<file path="src/hdl/acpf_pkg.sv">
// ----------------------------------------------------------------------------
// acpf_pkg
// Shared types and fixed field widths of the rectangle pair collision filter.
// ----------------------------------------------------------------------------
package acpf_pkg;

   // fixed field widths
   localparam int SIZE_BITS    = 12;
   localparam int TYPE_BITS    = 3;
   localparam int TABLE_BITS   = 64;
   localparam int OUT_IDX_BITS = 4;
   localparam int RSP_W        = 16;

   // result token held in each cell
   typedef struct packed {
      logic hit;
      logic ne;
      logic nl;
   } acpf_tok_type;

   // sequencer commands to the cell row
   typedef struct packed {
      logic compare;
      logic shift;
   } acpf_ctl_type;

endpackage

</file>
<file path="src/hdl/acpf_cell.sv">
// ----------------------------------------------------------------------------
// acpf_cell
// One storage cell: holds one collider, tests it against the probe and
// passes its result token down the row toward the output end.
// ----------------------------------------------------------------------------
module acpf_cell
   import acpf_pkg::*;
#(
   parameter int CELL_ID    = 0,
   parameter int IDX_W      = 4,
   parameter int COORD_BITS = 16
) (
   input  logic                  clock,
   input  logic                  reset,
   input  acpf_ctl_type          ctl,
   input  logic [IDX_W-1:0]      probe_slot,
   input  logic [COORD_BITS-1:0] probe_x,
   input  logic [COORD_BITS-1:0] probe_y,
   input  logic [SIZE_BITS-1:0]  probe_w,
   input  logic [SIZE_BITS-1:0]  probe_h,
   input  logic [TYPE_BITS-1:0]  probe_type,
   input  logic                  probe_handler,
   input  logic [TABLE_BITS-1:0] notify_table,
   input  acpf_tok_type          tok_in,
   input  logic                  any_in,
   output acpf_tok_type          tok_out,
   output logic                  any_out
);

   localparam int EXT_W = ((COORD_BITS > SIZE_BITS) ? COORD_BITS : SIZE_BITS + 1) + 1;

   // stored collider
   logic [COORD_BITS-1:0] x_ff, y_ff;
   logic [SIZE_BITS-1:0]  w_ff, h_ff;
   logic [TYPE_BITS-1:0]  type_ff;
   logic                  handler_ff;
   acpf_tok_type          tok_ff, tok_next_in;

   logic                  is_target, is_valid;
   logic signed [EXT_W-1:0] ax, ay, ar, ab, bx, by, br, bb;
   logic                  overlap, ne, nl;

   assign is_target = (probe_slot == IDX_W'(CELL_ID));
   assign is_valid  = (IDX_W'(CELL_ID) < probe_slot);

   // exact edges, widened so nothing wraps
   assign ax = signed'({{(EXT_W-COORD_BITS){x_ff[COORD_BITS-1]}}, x_ff});
   assign ay = signed'({{(EXT_W-COORD_BITS){y_ff[COORD_BITS-1]}}, y_ff});
   assign bx = signed'({{(EXT_W-COORD_BITS){probe_x[COORD_BITS-1]}}, probe_x});
   assign by = signed'({{(EXT_W-COORD_BITS){probe_y[COORD_BITS-1]}}, probe_y});
   assign ar = ax + signed'({{(EXT_W-SIZE_BITS){1'b0}}, w_ff});
   assign ab = ay + signed'({{(EXT_W-SIZE_BITS){1'b0}}, h_ff});
   assign br = bx + signed'({{(EXT_W-SIZE_BITS){1'b0}}, probe_w});
   assign bb = by + signed'({{(EXT_W-SIZE_BITS){1'b0}}, probe_h});

   // strict overlap on both axes
   assign overlap = (ax < br) && (ar > bx) && (ay < bb) && (ab > by);

   // notify lookups for both sides
   assign ne = notify_table[{type_ff, probe_type}] && handler_ff;
   assign nl = notify_table[{probe_type, type_ff}] && probe_handler;

   // token next value
   always_comb begin
      tok_next_in = tok_ff;
      if (ctl.compare) begin
         tok_next_in.hit = is_valid && overlap && (ne || nl);
         tok_next_in.ne  = ne;
         tok_next_in.nl  = nl;
      end else if (ctl.shift) begin
         tok_next_in = tok_in;
      end
   end

   always_ff @(posedge clock) begin
      if (reset) begin
         tok_ff <= '0;
      end else begin
         tok_ff <= tok_next_in;
      end
   end

   // store the probe in its slot
   always_ff @(posedge clock) begin
      if (ctl.compare && is_target) begin
         x_ff       <= probe_x;
         y_ff       <= probe_y;
         w_ff       <= probe_w;
         h_ff       <= probe_h;
         type_ff    <= probe_type;
         handler_ff <= probe_handler;
      end
   end

   assign tok_out = tok_ff;
   assign any_out = tok_ff.hit || any_in;

endmodule

</file>
<file path="src/hdl/aabb_pair_collision_filter.sv">
// ----------------------------------------------------------------------------
// aabb_pair_collision_filter
// Tests each arriving rectangle against the colliders stored this frame
// and streams out one beat per notified colliding pair.
// ----------------------------------------------------------------------------
// One collider is handled at a time. After a beat is taken the new rectangle
// is compared against all stored colliders at once (one cell per slot),
// then the hit tokens shift through the cell row toward the output, one cell
// per cycle, pausing while a hit at the output end waits on the result side,
// until no hit remains. A full store drops the collider and sets the overflow
// flag. The output register lets the last result wait while the next beat is
// accepted.
module aabb_pair_collision_filter
   import acpf_pkg::*;
#(
   parameter int SLOTS      = 16,
   parameter int COORD_BITS = 16
) (
   input  logic                  clock,
   input  logic                  reset,
   // configuration
   input  logic                  csr_wr_en,
   input  logic [TABLE_BITS-1:0] csr_wr_data,
   // input beats
   input  logic                  req_tvalid,
   output logic                  req_tready,
   // pos_x, pos_y, width, height, kind, has_handler, zero fill
   input  logic [((2*COORD_BITS+2*SIZE_BITS+TYPE_BITS+1+7)/8)*8-1:0] req_tdata,
   // new_frame
   input  logic                  req_tuser,
   // result beats
   output logic                  rsp_tvalid,
   input  logic                  rsp_tready,
   // earlier_index, later_index, notify_earlier, notify_later, overflowed, zero fill
   output logic [RSP_W-1:0]      rsp_tdata,
   // last_of_run
   output logic                  rsp_tlast
);

   localparam int IDX_W = (SLOTS > 1) ? $clog2(SLOTS) : 1;
   localparam int CNT_W = $clog2(SLOTS + 1);

   localparam int OFS_Y = COORD_BITS;
   localparam int OFS_W = 2 * COORD_BITS;
   localparam int OFS_H = OFS_W + SIZE_BITS;
   localparam int OFS_T = OFS_H + SIZE_BITS;
   localparam int OFS_E = OFS_T + TYPE_BITS;

   localparam logic [1:0] ST_IDLE  = 2'd0;
   localparam logic [1:0] ST_CMP   = 2'd1;
   localparam logic [1:0] ST_SHIFT = 2'd2;

   logic [1:0]            state_ff, state_in;
   logic [CNT_W-1:0]      count_ff, count_in;
   logic                  ovf_ff, ovf_in;
   logic [TABLE_BITS-1:0] table_ff;

   logic [COORD_BITS-1:0] px_ff, py_ff;
   logic [SIZE_BITS-1:0]  pw_ff, ph_ff;
   logic [TYPE_BITS-1:0]  pt_ff;
   logic                  phd_ff;
   logic [IDX_W-1:0]      slot_ff;
   logic                  run_ovf_ff;
   logic [IDX_W-1:0]      head_ff, head_in;

   logic                  rsp_valid_ff, rsp_valid_in;
   logic [RSP_W-1:0]      rsp_data_ff;
   logic                  rsp_last_ff;

   logic                  req_fire, full, out_free, rsp_load;
   logic [CNT_W-1:0]      eff_count;
   logic                  eff_ovf;
   acpf_ctl_type          ctl;
   acpf_tok_type          tok_c [SLOTS+1];
   logic [SLOTS:0]        any_c;
   logic [IDX_W+OUT_IDX_BITS-1:0] early_ext, late_ext;
   logic [RSP_W-1:0]      rsp_data_in;

   // input handshake and frame restart
   assign req_tready = (state_ff == ST_IDLE);
   assign req_fire   = req_tvalid && req_tready;
   assign eff_count  = req_tuser ? '0 : count_ff;
   assign eff_ovf    = req_tuser ? 1'b0 : ovf_ff;
   assign full       = (eff_count >= CNT_W'(SLOTS));

   // output register can take a new beat
   assign out_free = !rsp_valid_ff || rsp_tready;

   // sequencer
   always_comb begin
      state_in     = state_ff;
      count_in     = count_ff;
      ovf_in       = ovf_ff;
      head_in      = head_ff;
      ctl          = '0;
      rsp_load     = 1'b0;
      case (state_ff)
         ST_IDLE: begin
            if (req_fire) begin
               count_in = eff_count;
               if (full) begin
                  ovf_in = 1'b1;
               end else begin
                  ovf_in   = eff_ovf;
                  state_in = ST_CMP;
               end
            end
         end
         ST_CMP: begin
            ctl.compare = 1'b1;
            count_in    = count_ff + CNT_W'(1);
            head_in     = '0;
            state_in    = ST_SHIFT;
         end
         ST_SHIFT: begin
            if (!any_c[0]) begin
               state_in = ST_IDLE;
            end else if (!tok_c[0].hit || out_free) begin
               rsp_load  = tok_c[0].hit;
               ctl.shift = 1'b1;
               head_in   = head_ff + IDX_W'(1);
            end
         end
         default: begin
            state_in = ST_IDLE;
         end
      endcase
   end

   always_ff @(posedge clock) begin
      if (reset) begin
         state_ff <= ST_IDLE;
         count_ff <= '0;
         ovf_ff   <= 1'b0;
         table_ff <= '0;
      end else begin
         state_ff <= state_in;
         count_ff <= count_in;
         ovf_ff   <= ovf_in;
         if (csr_wr_en) begin
            table_ff <= csr_wr_data;
         end
      end
   end

   // probe capture
   always_ff @(posedge clock) begin
      head_ff <= head_in;
      if (req_fire && !full) begin
         px_ff      <= req_tdata[OFS_Y-1:0];
         py_ff      <= req_tdata[OFS_W-1:OFS_Y];
         pw_ff      <= req_tdata[OFS_H-1:OFS_W];
         ph_ff      <= req_tdata[OFS_T-1:OFS_H];
         pt_ff      <= req_tdata[OFS_E-1:OFS_T];
         phd_ff     <= req_tdata[OFS_E];
         slot_ff    <= eff_count[IDX_W-1:0];
         run_ovf_ff <= eff_ovf;
      end
   end

   // cell row, output end at cell zero
   assign tok_c[SLOTS] = '0;
   assign any_c[SLOTS] = 1'b0;

   for (genvar i = 0; i < SLOTS; i++) begin : g_cell
      acpf_cell #(
         .CELL_ID   (i),
         .IDX_W     (IDX_W),
         .COORD_BITS(COORD_BITS)
      ) u_cell (
         .clock        (clock),
         .reset        (reset),
         .ctl          (ctl),
         .probe_slot   (slot_ff),
         .probe_x      (px_ff),
         .probe_y      (py_ff),
         .probe_w      (pw_ff),
         .probe_h      (ph_ff),
         .probe_type   (pt_ff),
         .probe_handler(phd_ff),
         .notify_table (table_ff),
         .tok_in       (tok_c[i+1]),
         .any_in       (any_c[i+1]),
         .tok_out      (tok_c[i]),
         .any_out      (any_c[i])
      );
   end

   // result beat assembly
   assign early_ext   = {{OUT_IDX_BITS{1'b0}}, head_ff};
   assign late_ext    = {{OUT_IDX_BITS{1'b0}}, slot_ff};
   assign rsp_data_in = {{(RSP_W-2*OUT_IDX_BITS-3){1'b0}}, run_ovf_ff,
                         tok_c[0].nl, tok_c[0].ne,
                         late_ext[OUT_IDX_BITS-1:0], early_ext[OUT_IDX_BITS-1:0]};

   // output register
   always_comb begin
      rsp_valid_in = rsp_valid_ff;
      if (rsp_load) begin
         rsp_valid_in = 1'b1;
      end else if (rsp_tready) begin
         rsp_valid_in = 1'b0;
      end
   end

   always_ff @(posedge clock) begin
      if (reset) begin
         rsp_valid_ff <= 1'b0;
      end else begin
         rsp_valid_ff <= rsp_valid_in;
      end
   end

   always_ff @(posedge clock) begin
      if (rsp_load) begin
         rsp_data_ff <= rsp_data_in;
         rsp_last_ff <= !any_c[1];
      end
   end

   assign rsp_tvalid = rsp_valid_ff;
   assign rsp_tdata  = rsp_data_ff;
   assign rsp_tlast  = rsp_last_ff;

   // checks
   a_count_range: assert property (@(posedge clock) disable iff (reset)
      count_ff <= CNT_W'(SLOTS))
      else $error("stored count beyond capacity");

   a_idle_no_hits: assert property (@(posedge clock) disable iff (reset)
      (state_ff == ST_IDLE) |-> !any_c[0])
      else $error("hit tokens left in the row while idle");

   a_cmp_appends: assert property (@(posedge clock) disable iff (reset)
      (state_ff == ST_CMP) |=> (count_ff == $past(count_ff) + CNT_W'(1)))
      else $error("compare pass did not append the collider");

endmodule
</file>
<file path="config.mk">
export PLATFORM = sky130hd
export DESIGN_NAME = aabb_pair_collision_filter
export DESIGN_NICKNAME = d
export VERILOG_FILES = /design/src/hdl/acpf_pkg.sv /design/src/hdl/acpf_cell.sv /design/src/hdl/aabb_pair_collision_filter.sv
export SDC_FILE = /design/constraint.sdc
export NUM_CORES = 2
export LEC_CHECK = 0
export BUFFER_PORTS_ARGS = -buffer_cell sky130_fd_sc_hd__buf_2
export CAP_MARGIN = 20
export CELL_PAD_IN_SITES_DETAIL_PLACEMENT = 0
export CELL_PAD_IN_SITES_GLOBAL_PLACEMENT = 2
export CORE_ASPECT_RATIO = 2
export CORE_UTILIZATION = 47
export CTS_CLUSTER_DIAMETER = 80
export DETAILED_ROUTE_END_ITERATION = 10
export GPL_TIMING_DRIVEN = 0
export PLACE_DENSITY_LB_ADDON = 0.1
export SYNTH_ARGS = -nofsm -noshare
export SYNTH_HDL_FRONTEND = slang
export SYNTH_HIERARCHICAL = 1
export SYNTH_SLANG_ARGS = --single-unit
</file>
<file path="constraint.sdc">
create_clock -name clock -period 11.4 [get_ports clock]
set_input_delay 2.28 -clock clock [delete_from_list [all_inputs] [get_ports clock]]
set_output_delay 2.28 -clock clock [all_outputs]
set_load 0.02 [all_outputs]
</file>
==> impl_metrics.yaml <==
setup_path:
  cp-end-kind: "register"
  worstPathRequired_ns: 12.12
  critical_path.startpoint_type: "register"
  cpPeakStageDelay_ns: 0.41
  crit_fanout: 23
  cpMaxStageDelayCell: "or2_2"
  worst-endpoint-arrival_ns: 8.54
  ws_path_type: "reg -> reg"
  worst_path_most_repeated_cell: "or2_2"
cts:
  max-clock-path-buffers: 3
  cts_tree: "done"
  cts_inserted_buffers: 115
  clkSlewWorstSetupHoldPaths_ns: 0.07
  cts.sinks: 1106
  insertion_delay_ns: 0.84
  cts_resized: 0
  cts_hold_buffers: 0
  number_of_post_cts_setup_repair_buffers: 0
  cts_max_level: 3
  clock_tree.root_cell: "clkbuf_16"
logic_synthesis:
  synth_enable_flop_cells: 985
  post_synthesis_cells: 11100
  synthArstFlopShare_pct: 0
  synth_area_leader_cell: "edfxtp_1"
  synthesis.yosys.warnings: 6
  dominantRegCellSynth: "edfxtp_1"
  netlist.area_leader.share_pct: 26.4
  yosys.cell_types.count: 120
  syn_area_sq_um: 112000
  synth-seq-cells: 1106
  yosysSeqAreaShare_pct: 28.5
  synth_top_area_cells: "edfxtp_1 26%, ha_1 19%, mux4_2 6.5%"
  syn_avg_cell_area_sq_um: 10.1
route:
  drt_pre_antenna_iters: 6
  antenna_left: 0
  post_detailed_route_wirelength_per_cell_um: 27.8
  drt-vias-per-instance: 6.45
  drc_errors: 0
  overall_via_count_from_detail_route: 96500
  iter_0_drt_violations: 7418
  wl_um: 416000
global_route:
  globalRouteOverflowTotal: 0
  groute.usage.overall_pct: 33.9
  grt_start_max_net_pins: 61
  first_pass_grt_wire_length_um: 610000
  grt_antenna_before_repair: 17
  number_of_global_route_vias_before_repair: 98300
power:
  power_frac_seq_pct: 35.5
  worst_ir_drop_vdd_uv: 159
  p_switching_w: 0.00463
  share_clk_of_total_power_pct: 31.3
  p_leak_nw: 54.5
  internal_power_w: 0.00870
  power_switching_share_pct: 34.7
  p_comb_share_pct: 33.2
  power_density_nw_per_um2: 103
timing:
  max_freq_ghz: 0.128
  period_share_pct: 68.6
  period_needed_ns: 7.82
  hold_ws_ns: 0.442
  slew_headroom_pct: 16.8
  final-max-slew-violation-count: 0
  rsz0062_at_grt: "false"
  worst_slack_ns: 3.58
  timing_hold_violations_final: 0
  fin_worst_skew_ns: 0.0584
  worst_slew_pin_slew_ns: 1.23
  report.final.setup_viol: 0
place:
  dp.cells: 14700
  place.port_buffers: 142
  dp.final_hpwl_um: 312000
  place_congestion: 0.928
  detailedPlace.worstSlack_ns: 3.66
  post_dp_cell_area_sq_um: 125000
floorplanning:
  design.die.area_sq_um: 241000
  placement_rows: 253
  floorplan.die.height_um: 693
  die_width_um: 347
  initial_core_util_pct: 47.3
  io_pins: 153
  design.core.area_sq_um: 237000
cells_and_area:
  nets: 13700
  fin_area_sq_um: 129000
  layout.core_utilization_pct: 54.4
  count_of_placed_standard_cells_in_the_final_layout_fillers_left_out: 14900
  area.growth.synth_to_final_pct: 15.1
  drive_above_1_share_pct: 12.4
job:
  max_cap_viol_count: 0
run_status:
  outcome: "finished, final reports clean"
min_path:
  hold_path_class: "reg -> reg"
layout by cell type (no fill, tap or decap), types with 118 or more instances in the layout:
| cell | count |
|---|---|
| o211ai_1 | 232 |
| buf_2 | 239 |
| a211oi_1 | 143 |
| nand4_1 | 129 |
| a21o_1 | 256 |
| xor2_1 | 191 |
| a21oi_1 | 608 |
| mux4_1 | 122 |
| nand2_1 | 547 |
| a31oi_1 | 208 |
| o21a_1 | 118 |
| nor2_1 | 781 |
| nor2b_1 | 161 |
| nor3_1 | 364 |
| mux2i_1 | 351 |
| buf_16 | 208 |
| nand3_1 | 306 |
| inv_1 | 913 |
| edfxtp_1 | 985 |
| ha_1 | 1712 |
| o21ai_0 | 476 |
| mux4_2 | 324 |
| xnor2_1 | 535 |
flip-flops by register name, summed over array words and instances (netlist names), 2 cells and up:
| register | count |
|---|---|
| g_cell.u_cell/type_ff | 48 |
| slot_ff | 4 |
| ph_ff | 12 |
| g_cell.u_cell/h_ff | 180 |
| rsp_tdata | 11 |
| g_cell.u_cell/x_ff | 240 |
| g_cell.u_cell/w_ff | 180 |
| px_ff | 16 |
| count_ff | 5 |
| table_ff | 64 |
| pw_ff | 12 |
| g_cell.u_cell/tok_out | 48 |
| pt_ff | 3 |
| head_ff | 4 |
| state_ff | 2 |
| g_cell.u_cell/y_ff | 240 |
| g_cell.u_cell/handler_ff | 16 |
| py_ff | 16 |
through the flow:
| step | TNS [ns] | total power [W] |
|---|---|---|
| 2_1_floorplan | 0 | 0.00746 |
| 3_3_place_gp | -46.76 | 0.00871 |
| 3_5_place_dp | 0 | 0.00918 |
| 4_1_cts | 0 | 0.0134 |
| 5_1_grt | 0 | 0.0139 |
| 6_report | 0 | 0.0133 |
Yosys cell counts (306+ instances only):
cell and n:
mux4_2 324, nor2_1 785, ha_1 1712, o21ai_0 476, nand2_1 547, nand3_1 306
edfxtp_1 985, a21oi_1 610, nor3_1 367, mux2i_1 351, inv_1 913, xnor2_1 535
final timing paths:
| kind | cells past startpoint | start | slack, ns | to |
|---|---|---|---|---|
| worst max-delay path | 27 | g_cell[15].u_cell/tok_out[2] | 3.58 | g_cell[3].u_cell/tok_out[2] |
| worst min-delay path | 0 | run_ovf_ff | 0.44 | rsp_tdata[10] |
| worst max register to register | 27 | g_cell[15].u_cell/tok_out[2] | 3.58 | g_cell[3].u_cell/tok_out[2] |
| worst min register to register | 0 | run_ovf_ff | 0.44 | rsp_tdata[10] |
worst max-delay path, delay by kind of cell (launching register included):
family | cells | cell delay (ns)
compound gates | 4 | 0.91
buf+inv | 3 | 0.56
flops | 1 | 0.36
simple gates | 20 | 5.82
power groups by stage:
stage,Combinational [W],Sequential [W],Clock [W]
floorplan,0.00264,0.00482,0
global placement,0.00334,0.00537,0
detailed placement,0.00437,0.00481,0
CTS,0.00439,0.00472,0.00426
global route,0.00484,0.00473,0.00436
finish,0.00443,0.00473,0.00416
final cells by class:
| cell class | instances | area [sq um] |
|---|---|---|
| diodes | 19 | 47.5 |
| plain buffers | 239 | 1590 |
| clock buffers | 141 | 3080 |
| clock inverters | 78 | 946 |
| fillers | 20700 | 108000 |
| inverters | 917 | 3440 |
| multi-input cells | 8888 | 75200 |
| flip-flops and latches | 1106 | 32100 |
| well taps | 3060 | 3830 |
| repair buffers | 499 | 8830 |
per-layer routing:
| layer | GRT usage (%) | vias to the layer above | share of wire [%] |
|---|---|---|---|
| li1 | - | 43900 | - |
| met1 | 34.9 | 46700 | 34 |
| met2 | 61.3 | 4174 | 51 |
| met3 | 6.61 | 1700 | 7.2 |
| met4 | 23.8 | 6 | 8.3 |
| met5 | 0 | - | 0.014 |
cell families after synthesis:
kind of cell,count (synthesis),synth area share [%]
mux,834,12.9
buf+inv,1156,4.49
other cells,1,0.00335
fa+ha+maj,1772,20.2
compound gates,2677,15.7
simple gates,2870,12.5
flops,1106,28.5
xor+xnor,726,5.67
No activity file was read; power rests on OpenSTA's default activity.
